### src/rtl/core/chacha20_block_function_core_macros.svh
// Assertion macros used by the core's top-level RTL file.
`ifndef CHACHA20_BLOCK_FUNCTION_CORE_MACROS_SVH
`define CHACHA20_BLOCK_FUNCTION_CORE_MACROS_SVH

// A property that must hold at every clock edge outside reset.
`define CC20BF_ASSERT(label, prop, msg) \
  label: assert property (@(posedge clk) disable iff (rst) (prop)) else $error(msg);

// A condition that must be followed by a consequence in the next cycle.
`define CC20BF_ASSERT_NEXT(label, ante, cons, msg) \
  label: assert property (@(posedge clk) disable iff (rst) (ante) |=> (cons)) else $error(msg);

`endif

### src/rtl/core/cc20bf_pkg.sv
`timescale 1ns / 1ps
package cc20bf_pkg;

  localparam int WORD_W  = 32;
  localparam int N_WORDS = 16;
  localparam int N_LANES = 4;

  // Right rotations of the quarter-round, equal to left rotations by 16, 12, 8 and 7.
  localparam int ROT_A = 16;
  localparam int ROT_B = 20;
  localparam int ROT_C = 24;
  localparam int ROT_D = 25;

  typedef logic [WORD_W-1:0]              word_t;
  typedef logic [2*WORD_W-1:0]            pair_t;
  typedef logic [N_WORDS-1:0][WORD_W-1:0] state_t;

  function automatic word_t rotr(word_t v, int unsigned n);
    return (v >> n) | (v << (WORD_W - n));
  endfunction

endpackage

### src/rtl/core/cc20bf_ifs.sv
`timescale 1ns / 1ps
// Input block channel: sixteen state words, two to a field.
interface cc20bf_state_if;
  logic               valid;
  logic               ready;
  cc20bf_pkg::pair_t  state_w0_w1;
  cc20bf_pkg::pair_t  state_w2_w3;
  cc20bf_pkg::pair_t  state_w4_w5;
  cc20bf_pkg::pair_t  state_w6_w7;
  cc20bf_pkg::pair_t  state_w8_w9;
  cc20bf_pkg::pair_t  state_w10_w11;
  cc20bf_pkg::pair_t  state_w12_w13;
  cc20bf_pkg::pair_t  state_w14_w15;

  modport source (
    output valid, state_w0_w1, state_w2_w3, state_w4_w5, state_w6_w7,
           state_w8_w9, state_w10_w11, state_w12_w13, state_w14_w15,
    input  ready
  );
  modport sink (
    input  valid, state_w0_w1, state_w2_w3, state_w4_w5, state_w6_w7,
           state_w8_w9, state_w10_w11, state_w12_w13, state_w14_w15,
    output ready
  );
endinterface

// Keystream channel: sixteen keystream words, two to a field.
interface cc20bf_stream_if;
  logic               valid;
  logic               ready;
  cc20bf_pkg::pair_t  stream_w0_w1;
  cc20bf_pkg::pair_t  stream_w2_w3;
  cc20bf_pkg::pair_t  stream_w4_w5;
  cc20bf_pkg::pair_t  stream_w6_w7;
  cc20bf_pkg::pair_t  stream_w8_w9;
  cc20bf_pkg::pair_t  stream_w10_w11;
  cc20bf_pkg::pair_t  stream_w12_w13;
  cc20bf_pkg::pair_t  stream_w14_w15;

  modport source (
    output valid, stream_w0_w1, stream_w2_w3, stream_w4_w5, stream_w6_w7,
           stream_w8_w9, stream_w10_w11, stream_w12_w13, stream_w14_w15,
    input  ready
  );
  modport sink (
    input  valid, stream_w0_w1, stream_w2_w3, stream_w4_w5, stream_w6_w7,
           stream_w8_w9, stream_w10_w11, stream_w12_w13, stream_w14_w15,
    output ready
  );
endinterface

### src/rtl/core/cc20bf_qr.sv
`timescale 1ns / 1ps
// One quarter-round lane.
module cc20bf_qr (
  input  cc20bf_pkg::word_t a_in,
  input  cc20bf_pkg::word_t b_in,
  input  cc20bf_pkg::word_t c_in,
  input  cc20bf_pkg::word_t d_in,
  output cc20bf_pkg::word_t a_out,
  output cc20bf_pkg::word_t b_out,
  output cc20bf_pkg::word_t c_out,
  output cc20bf_pkg::word_t d_out
);
  import cc20bf_pkg::*;

  word_t a1, b1, c1, d1;
  word_t a2, b2, c2, d2;

  always_comb begin
    a1 = a_in + b_in;
    d1 = rotr(d_in ^ a1, ROT_A);
    c1 = c_in + d1;
    b1 = rotr(b_in ^ c1, ROT_B);
    a2 = a1 + b1;
    d2 = rotr(d1 ^ a2, ROT_C);
    c2 = c1 + d2;
    b2 = rotr(b1 ^ c2, ROT_D);
  end

  assign a_out = a2;
  assign b_out = b2;
  assign c_out = c2;
  assign d_out = d2;

endmodule

### src/rtl/core/cc20bf_merge.sv
`timescale 1ns / 1ps
// Feed-forward add of the final working state and the input block, into the keystream output register.
module cc20bf_merge (
  input  logic                   clk,
  input  logic                   rst,
  input  logic                   load,
  input  cc20bf_pkg::state_t     fin,
  input  cc20bf_pkg::state_t     orig,
  output logic                   slot_free,
  cc20bf_stream_if.source        keystream
);
  import cc20bf_pkg::*;

  state_t sum;

  always_comb begin
    for (int i = 0; i < N_WORDS; i++) begin
      sum[i] = fin[i] + orig[i];
    end
  end

  // The register can take a new block when empty or when its content leaves now.
  assign slot_free = !keystream.valid || keystream.ready;

  always_ff @(posedge clk) begin
    if (rst) begin
      keystream.valid <= 1'b0;
    end else if (load) begin
      keystream.valid <= 1'b1;
    end else if (keystream.ready) begin
      keystream.valid <= 1'b0;
    end
  end

  always_ff @(posedge clk) begin
    if (load) begin
      keystream.stream_w0_w1   <= sum[1:0];
      keystream.stream_w2_w3   <= sum[3:2];
      keystream.stream_w4_w5   <= sum[5:4];
      keystream.stream_w6_w7   <= sum[7:6];
      keystream.stream_w8_w9   <= sum[9:8];
      keystream.stream_w10_w11 <= sum[11:10];
      keystream.stream_w12_w13 <= sum[13:12];
      keystream.stream_w14_w15 <= sum[15:14];
    end
  end

endmodule

### src/rtl/core/chacha20_block_function_core.sv
`timescale 1ns / 1ps
// Channel    | Role | Payload                               | Transfer when
// state      | sink | state_w0_w1 .. state_w14_w15, 8 x 64  | valid && ready
// keystream  | src  | stream_w0_w1 .. stream_w14_w15, 8 x 64 | valid && ready
//
// Each block runs one round per cycle, set by the single round register that the
// four quarter-round lanes share; the last round is held while the output stalls.
// The keystream is the last round's result plus the input copy, registered on load.
// Synchronous active-high reset empties the round engine and the output register.
// A new block is taken in the cycle the previous one moves into the output
// register; a stalled output holds the finished block in the engine.
module chacha20_block_function_core #(
  parameter int DOUBLE_ROUNDS = 10
) (
  input  logic             clk,
  input  logic             rst,
  cc20bf_state_if.sink     state,
  cc20bf_stream_if.source  keystream
);
  import cc20bf_pkg::*;

  `include "chacha20_block_function_core_macros.svh"

  localparam int ROUNDS = 2 * DOUBLE_ROUNDS;
  localparam int CNT_W  = (ROUNDS > 1) ? $clog2(ROUNDS) : 1;
  localparam logic [CNT_W-1:0] LAST_RND = CNT_W'(ROUNDS - 1);

  // Working state, the copy of the input kept for the final add, and the
  // round counter. An even count is a column round, an odd one a diagonal round.
  state_t            work;
  state_t            orig;
  state_t            work_next;
  state_t            in_words;
  logic [CNT_W-1:0]  rnd;
  logic              busy;

  logic              last;
  logic              slot_free;
  logic              load;
  logic              accept;
  logic              diag;

  word_t qa_in  [N_LANES];
  word_t qb_in  [N_LANES];
  word_t qc_in  [N_LANES];
  word_t qd_in  [N_LANES];
  word_t qa_out [N_LANES];
  word_t qb_out [N_LANES];
  word_t qc_out [N_LANES];
  word_t qd_out [N_LANES];

  // Word 0 of the block lies in the low half of the first field.
  assign in_words = {state.state_w14_w15, state.state_w12_w13, state.state_w10_w11,
                     state.state_w8_w9, state.state_w6_w7, state.state_w4_w5,
                     state.state_w2_w3, state.state_w0_w1};

  assign diag   = rnd[0];
  assign last   = (rnd == LAST_RND);
  // The finished block moves to the output register when that register is free.
  assign load   = busy && last && slot_free;
  assign state.ready = !busy || load;
  assign accept = state.valid && state.ready;

  // Lane l always takes row 0 word l; in a diagonal round rows 1..3 are
  // shifted left by 1, 2 and 3 places.
  for (genvar l = 0; l < N_LANES; l++) begin : g_lane
    localparam int IB = N_LANES + ((l + 1) % N_LANES);
    localparam int IC = 2 * N_LANES + ((l + 2) % N_LANES);
    localparam int ID = 3 * N_LANES + ((l + 3) % N_LANES);

    assign qa_in[l] = work[l];
    assign qb_in[l] = diag ? work[IB] : work[N_LANES + l];
    assign qc_in[l] = diag ? work[IC] : work[2 * N_LANES + l];
    assign qd_in[l] = diag ? work[ID] : work[3 * N_LANES + l];

    cc20bf_qr u_qr (
      .a_in  (qa_in[l]),
      .b_in  (qb_in[l]),
      .c_in  (qc_in[l]),
      .d_in  (qd_in[l]),
      .a_out (qa_out[l]),
      .b_out (qb_out[l]),
      .c_out (qc_out[l]),
      .d_out (qd_out[l])
    );
  end

  // Put the lane results back in the places they were taken from.
  always_comb begin
    work_next = work;
    for (int l = 0; l < N_LANES; l++) begin
      work_next[l] = qa_out[l];
      if (diag) begin
        work_next[N_LANES + ((l + 1) % N_LANES)]     = qb_out[l];
        work_next[2 * N_LANES + ((l + 2) % N_LANES)] = qc_out[l];
        work_next[3 * N_LANES + ((l + 3) % N_LANES)] = qd_out[l];
      end else begin
        work_next[N_LANES + l]     = qb_out[l];
        work_next[2 * N_LANES + l] = qc_out[l];
        work_next[3 * N_LANES + l] = qd_out[l];
      end
    end
  end

  always_ff @(posedge clk) begin
    if (rst) begin
      busy <= 1'b0;
      rnd  <= '0;
    end else if (accept) begin
      busy <= 1'b1;
      rnd  <= '0;
    end else if (busy && !last) begin
      rnd  <= rnd + CNT_W'(1);
    end else if (load) begin
      busy <= 1'b0;
    end
  end

  always_ff @(posedge clk) begin
    if (accept) begin
      work <= in_words;
      orig <= in_words;
    end else if (busy && !last) begin
      work <= work_next;
    end
  end

  // The last round feeds the merge stage directly, without a register between them.
  cc20bf_merge u_merge (
    .clk       (clk),
    .rst       (rst),
    .load      (load),
    .fin       (work_next),
    .orig      (orig),
    .slot_free (slot_free),
    .keystream (keystream)
  );

  `CC20BF_ASSERT_NEXT(a_round_step, busy && !last, busy && (rnd == $past(rnd) + CNT_W'(1)), "round counter did not advance")
  `CC20BF_ASSERT_NEXT(a_accept_start, accept, busy && (rnd == '0), "accepted block did not start at round zero")
  `CC20BF_ASSERT_NEXT(a_load_valid, load, keystream.valid, "finished block not presented")
  `CC20BF_ASSERT(a_ready_busy, !(state.ready && busy) || (last && slot_free), "input taken while rounds remain")

endmodule
### src/flat_wrapper.sv
// flat-port wrapper written by rule: the top's interface ports become plain ports
module chacha20_block_function_core_flat import cc20bf_pkg::*;
#(
  parameter int DOUBLE_ROUNDS = 10
)
  (clk, rst, state_valid, state_state_w0_w1, state_state_w2_w3, state_state_w4_w5, state_state_w6_w7, state_state_w8_w9, state_state_w10_w11, state_state_w12_w13, state_state_w14_w15, state_ready, keystream_valid, keystream_stream_w0_w1, keystream_stream_w2_w3, keystream_stream_w4_w5, keystream_stream_w6_w7, keystream_stream_w8_w9, keystream_stream_w10_w11, keystream_stream_w12_w13, keystream_stream_w14_w15, keystream_ready);
  cc20bf_state_if state_i ();
  cc20bf_stream_if keystream_i ();
  input  logic clk;
  input  logic rst;
  input wire logic [$bits(state_i.valid)-1:0] state_valid;
  input wire logic [$bits(state_i.state_w0_w1)-1:0] state_state_w0_w1;
  input wire logic [$bits(state_i.state_w2_w3)-1:0] state_state_w2_w3;
  input wire logic [$bits(state_i.state_w4_w5)-1:0] state_state_w4_w5;
  input wire logic [$bits(state_i.state_w6_w7)-1:0] state_state_w6_w7;
  input wire logic [$bits(state_i.state_w8_w9)-1:0] state_state_w8_w9;
  input wire logic [$bits(state_i.state_w10_w11)-1:0] state_state_w10_w11;
  input wire logic [$bits(state_i.state_w12_w13)-1:0] state_state_w12_w13;
  input wire logic [$bits(state_i.state_w14_w15)-1:0] state_state_w14_w15;
  output wire logic [$bits(state_i.ready)-1:0] state_ready;
  output wire logic [$bits(keystream_i.valid)-1:0] keystream_valid;
  output wire logic [$bits(keystream_i.stream_w0_w1)-1:0] keystream_stream_w0_w1;
  output wire logic [$bits(keystream_i.stream_w2_w3)-1:0] keystream_stream_w2_w3;
  output wire logic [$bits(keystream_i.stream_w4_w5)-1:0] keystream_stream_w4_w5;
  output wire logic [$bits(keystream_i.stream_w6_w7)-1:0] keystream_stream_w6_w7;
  output wire logic [$bits(keystream_i.stream_w8_w9)-1:0] keystream_stream_w8_w9;
  output wire logic [$bits(keystream_i.stream_w10_w11)-1:0] keystream_stream_w10_w11;
  output wire logic [$bits(keystream_i.stream_w12_w13)-1:0] keystream_stream_w12_w13;
  output wire logic [$bits(keystream_i.stream_w14_w15)-1:0] keystream_stream_w14_w15;
  input wire logic [$bits(keystream_i.ready)-1:0] keystream_ready;
  assign state_i.valid = state_valid;
  assign state_i.state_w0_w1 = state_state_w0_w1;
  assign state_i.state_w2_w3 = state_state_w2_w3;
  assign state_i.state_w4_w5 = state_state_w4_w5;
  assign state_i.state_w6_w7 = state_state_w6_w7;
  assign state_i.state_w8_w9 = state_state_w8_w9;
  assign state_i.state_w10_w11 = state_state_w10_w11;
  assign state_i.state_w12_w13 = state_state_w12_w13;
  assign state_i.state_w14_w15 = state_state_w14_w15;
  assign state_ready = state_i.ready;
  assign keystream_valid = keystream_i.valid;
  assign keystream_stream_w0_w1 = keystream_i.stream_w0_w1;
  assign keystream_stream_w2_w3 = keystream_i.stream_w2_w3;
  assign keystream_stream_w4_w5 = keystream_i.stream_w4_w5;
  assign keystream_stream_w6_w7 = keystream_i.stream_w6_w7;
  assign keystream_stream_w8_w9 = keystream_i.stream_w8_w9;
  assign keystream_stream_w10_w11 = keystream_i.stream_w10_w11;
  assign keystream_stream_w12_w13 = keystream_i.stream_w12_w13;
  assign keystream_stream_w14_w15 = keystream_i.stream_w14_w15;
  assign keystream_i.ready = keystream_ready;
  chacha20_block_function_core #(.DOUBLE_ROUNDS(DOUBLE_ROUNDS)) u_core (.clk(clk), .rst(rst), .state(state_i), .keystream(keystream_i));
endmodule
### config.mk
export PLATFORM = sky130hd
export DESIGN_NAME = chacha20_block_function_core_flat
export DESIGN_NICKNAME = d
export VERILOG_FILES = /design/src/rtl/core/cc20bf_pkg.sv /design/src/rtl/core/cc20bf_ifs.sv /design/src/rtl/core/cc20bf_qr.sv /design/src/rtl/core/cc20bf_merge.sv /design/src/rtl/core/chacha20_block_function_core.sv /design/src/flat_wrapper.sv
export VERILOG_INCLUDE_DIRS = /design/src /design/src/rtl/core
export SDC_FILE = /design/constraint.sdc
export NUM_CORES = 2
export LEC_CHECK = 0
export BUFFER_PORTS_ARGS = -buffer_cell sky130_fd_sc_hd__buf_4
export CAP_MARGIN = 20
export CORE_MARGIN = 1.5
export CORE_UTILIZATION = 35
export CTS_BUF_LIST = sky130_fd_sc_hd__clkbuf_16
export CTS_CLUSTER_SIZE = 30
export DETAILED_ROUTE_END_ITERATION = 10
export PLACE_DENSITY = 0.6
export SLEW_MARGIN = 20
export SYNTH_ARGS = -nofsm -noshare
export SYNTH_HDL_FRONTEND = slang
export SYNTH_SLANG_ARGS = --single-unit
### constraint.sdc
create_clock -name clk -period 23.6 [get_ports clk]
set_input_delay 2.36 -clock clk [delete_from_list [all_inputs] [get_ports clk]]
set_output_delay 2.36 -clock clk [all_outputs]
set_load 0.03 [all_outputs]
# Word level (Yosys, flattened, before mapping)

Cells that the tools add are included.

Bits in registers: 1543
Input bits: 516
Output and inout bits: 514
Word-level logic and storage cells: 155

Add/sub/neg operators: 33
Equality and inequality tests: 2
Muxes and demuxes: 31
Bitwise logic cells: 32
Reduce and logical (&&, ||, !) cells: 14

Operator list:

| kind                | count |
|---|---|
| $add 32x32->32      | 32 |
| $mux 512            | 2 |
| $mux 32             | 22 |
| $xor 32x32->32      | 16 |
| $mux 64             | 2 |
| $or 12x32->32       | 4 |
| $or 16x32->32       | 4 |
| $or 7x32->32        | 4 |
| $or 8x32->32        | 4 |
| $reduce_bool 2->1   | 3 |
| $add 5x1->5 const B | 1 |
| $eq 5x5->1 const B  | 1 |
| $mux 1              | 5 |
| $logic_and 1x1->1   | 4 |
| $logic_not 1->1     | 3 |
| $logic_or 1x1->1    | 2 |
| $ne 2x1->1 const B  | 1 |
| $reduce_and 2->1    | 1 |
| $reduce_or 2->1     | 1 |

# Depth between registers and ports, before layout

Depth after elaboration: 17
Gate-level depth with buffers: 76
Gate-level depth less buffers: 70

# By module

Synthesis repeated with hierarchy kept, for this count alone.

Cells, all modules: 10397
Area, all modules: 117074.8 µm²

Modules (own cells, without submodules):

| module                                | instances | cells an instance | area each (µm²) | sequential area each (µm²) |
|---|---|---|---|---|
| chacha20_block_function_core          | 1         | 2482              | 46186.8         | 30869.6 |
| cc20bf_merge                          | 1         | 3820              | 39544.2         | 15394.8 |
| cc20bf_qr (u_core.g_lane[0].u_qr ...) | 2         | 1036              | 7901.3          | 0.0 |
| cc20bf_qr (u_core.g_lane[2].u_qr)     | 1         | 1030              | 7868.8          | 0.0 |
| cc20bf_qr (u_core.g_lane[1].u_qr)     | 1         | 993               | 7672.4          | 0.0 |

# Worst setup path before layout

OpenSTA, ideal clock, no wires.

Path kind: input-to-reg
Start: input port keystream_ready
End: register u_core.u_merge.keystream.stream_w0_w1[0] (enable)
Setup time: 1.400 ns
Arrival: 23.569 ns
Data required time: 22.200 ns
Path slack: -1.370 ns
Cell stages on the path: 2
Cell sequence: nor2b_1 nor2_1

Cells in the longest elaborated chain, start to end: 2

RTL lines:

| element              | RTL line                           | RTL |
|---|---|---|
| from (decl)          | flat_wrapper.sv:30                 | `input wire logic [$bits(keystream_i.ready)-1:0] keystream_ready;` |
| $logic_or 1x1->1     | cc20bf_merge.sv:23                 | `assign slot_free = !keystream.valid \|\| keystream.ready;` |
| $logic_and 1x1->1    | chacha20_block_function_core.sv:60 | `assign load = busy && last && slot_free;` |
| net u_core.load      | chacha20_block_function_core.sv:39 | `logic load;` |
| to (signal assigned) | cc20bf_merge.sv:37                 | `keystream.stream_w0_w1 <= sum[1:0];` |
| to (decl)            | cc20bf_ifs.sv:41                   | `output valid, stream_w0_w1, stream_w2_w3, stream_w4_w5, stream_w6_w7,` |

The timed path passes the listed nets, and every way through them passes these cells.
A chain may end at the register's enable or synchronous reset.

==> metrics.md <==
| Metric | Value |
|---|---|
| Status | complete, no violations |
| Wirelength per Cell | 37.2 um |
| Non-Filler Instances | 16600 |
| CP max FO | 28 |
| Hold-fix buffers, CTS | 0 |
| Total track usage | 36.5% |
| Max Transition Viols Final | 0 |
| Number of port buffers | 1029 |
| Ys flop type | edfxtp_1 |
| Async SR Flop Fraction | 0% |
| Vias in the first global route | 88300 |
| Initial drt markers | 13700 |
| CP Launch Type | flop |
| Yosys reg bits | 1543 |
| TritonCTS clock tree | done |
| Tcrit/Tclk final | 87.3% |
| Clk_skew | 81.9 ps |
| Most frequent cells in the layout | edfxtp_1 (1536), buf_4 (1226), nor2_1 (999) |
| Average cell area after synthesis | 10.3 um2 |
| Post-synth top area share | 40.8% |
| Clk Latency, worst-skew pair | 930 ps |
| Post-synthesis sequential area ratio | 40.9% |
| Starting Density | 35.2% |
| Worst slew pin tran | 1410 ps |
| Post-synthesis cell count | 10900 |
| Global-route wire length before repair | 798000 um |
| CTS Buffer Depth | 4 |
| Syn nets | 12500 |
| RD Place Congestion | 1.09 |
| Netlist Area Pre-Place | 0.113 mm2 |
| Max cap viols | 0 |
| Core ar. | 0.321 mm2 |
| Fin crit period | 20590 ps |
| Top cells by area, synth | edfxtp_1 (41%), ha_1 (11%), xnor2_1 (7.5%) |
| Drt drc | 0 |
| Hold Vio Cnt, Final | 0 |
| YS warnings | 0 |
| Critical path arrival | 21220 ps |
| Die Area | 0.327 mm2 |
| HP Class | flop to flop |
| Critical Path RT | 24220 ps |
| Worst-path clk slew | 70 ps |
| Congestion Overflow GR | 0 |
| Setup Buffers After CTS | 0 |
| Number of gates resized after cts | 0 |
| Largest net degree at the start of global routing | 174 |
| Num Clock Sinks | 1543 |
| Initial antenna violation count | 138 |
| Number of vias per cell | 5.87 |
| Pre-antenna DRT Iters | 9 |
| RSZ-0062 raised after global routing | no |
| Placement Rows | 208 |
| Area Overhead vs Synth | 18.4% |
| DIE WIDTH | 571 um |
| Antenna Nets Post-Route | 0 |
| Final nets | 13700 |
| Num ports | 1030 |
| CP Class | flop to flop |
| Slew HR | 5.93% |
| H-tree depth | 4 |
| Final core utilization | 41.7% |
| Fin Setup TNS | 0 ps |
| CTS Buf Count | 186 |
| Via count | 97600 |
| CTS root buf | clkbuf_16 |
| EDFF count, synth | 1536 |
| Cell variety after synth | 109 |
| Die span in y | 571 um |
| Most frequent CP cell | a21oi_1 |
| Fmax achieved | 48.6 MHz |
| Layout cells sized above 1 | 18.3% |
| Placed insts | 16200 |
| Commonest non-fill, non-tap cell in the layout | edfxtp_1 |
| Final wirelength | 618000 um |
| Crit-path slowest cell | a211oi_1 |
| Post-DP HPWL | 534000 um |
| CP endpoint kind | flop |
| # setup viols final | 0 |
| Yosys top cell by area | edfxtp_1 |
| Crit-path max cell delay | 920 ps |
-- cell type report --
cell class | count | area, um2
fill | 31200 | 187000
clock inverter | 149 | 1540
inverter | 462 | 1750
clock buffer | 186 | 4650
sequential | 1543 | 46300
multi-input combinational | 8687 | 64800
timing repair buffer | 1234 | 9330
antenna | 69 | 173
tap | 4305 | 5390
-- cell families (layout without fill, tap and decap cells) --
kind of cell | after synthesis | count (layout) | share of synthesized area [%]
AO/OA/AOI/OAI | 2614 | 2614 | 14.8
XOR/XNOR | 1478 | 1478 | 11.9
adder cells (fa/ha/maj) | 1029 | 1029 | 11.6
buffers and inverters | 701 | 2031 | 2.37
flip-flops | 1543 | 1543 | 40.9
multiplexers | 760 | 760 | 7.30
other | 0 | 69 | 0
AND/OR/NAND/NOR | 2806 | 2806 | 11.1
-- stage by stage --
stage                     worst slack (ps)  instance area (um2)  hold slack, ps
after floorplan                       4600               113000             518
after global placement                3630               127000             536
after detailed placement              3840               127000             541
after CTS                             3760               134000             557
after global routing                  2530               134000             572
final                                 3010               134000             554
-- critical path: cells and delay by family (launching register included) --
family | cells | cell delay, ps
simple gates | 7 | 1260
mux | 2 | 960
buf+inv | 4 | 1400
flops | 1 | 610
xor+xnor | 8 | 2390
compound gates | 37 | 11220
fa+ha+maj | 6 | 2310
-- per-layer routing --
layer / global-route usage (%) / part of all wire [%]
met5: 0 / 0.073
met4: 21.4 / 6.8
met3: 8.70 / 10
met2: 52.8 / 41
met1: 49.4 / 42
-- synthesized netlist by cell type, drive strengths merged (17+ instances only) --
master and count:
edfxtp 1536, nor2 1000, ha 997, xnor2 966, nand2 951, a21oi 883, mux2 512, xor2 475
inv 462, o21ai 439, a21o 420, mux2i 248, clkbuf 178, nand3 154, o21a 130, nand2b 129
o21bai 121, nor3 113, nor2b 106, a31oi 101, and3 91, o31ai 78, a211oi 68, buf 61
nand4 55, o211ai 45, or2 45, and2 34, xnor3 33, fa 32, nor4 27, a21boi 26
a31o 25, a41oi 23, or3 22, a2111oi 21, a221o 20, o31a 20, a211o 18, o22ai 18
and4 17, nor3b 17
-- flip-flops by register name, summed over array words and instances, names as in the netlist --
signal and cells:
u_core.u_merge.keystream.stream_w2_w3 64, u_core.u_merge.keystream.stream_w14_w15 64, u_core.work 384, u_core.rnd 5, u_core.u_merge.keystream.stream_w10_w11 64, u_core.orig 512, u_core.u_merge.keystream.stream_w4_w5 64, u_core.u_merge.keystream.stream_w0_w1 64
u_core.u_merge.keystream.stream_w6_w7 64, u_core.qa_in 128, u_core.u_merge.keystream.valid 1, u_core.u_merge.keystream.stream_w8_w9 64, u_core.u_merge.keystream.stream_w12_w13 64, u_core.busy 1
-- final timing paths --
path              slack, ps             start                                          to  cells after the start
hold reg to reg         550  u_core.orig[384]  u_core.u_merge.keystream.stream_w12_w13[0]                      1
setup / recovery       3010     u_core.rnd[0]   u_core.u_merge.keystream.stream_w6_w7[63]                     64
hold / removal          550  u_core.orig[384]  u_core.u_merge.keystream.stream_w12_w13[0]                      1
setup reg to reg       3010     u_core.rnd[0]   u_core.u_merge.keystream.stream_w6_w7[63]                     64
Power is not shown: default switching activity piles up to over one toggle a cycle in this logic, so the estimate is an artifact.
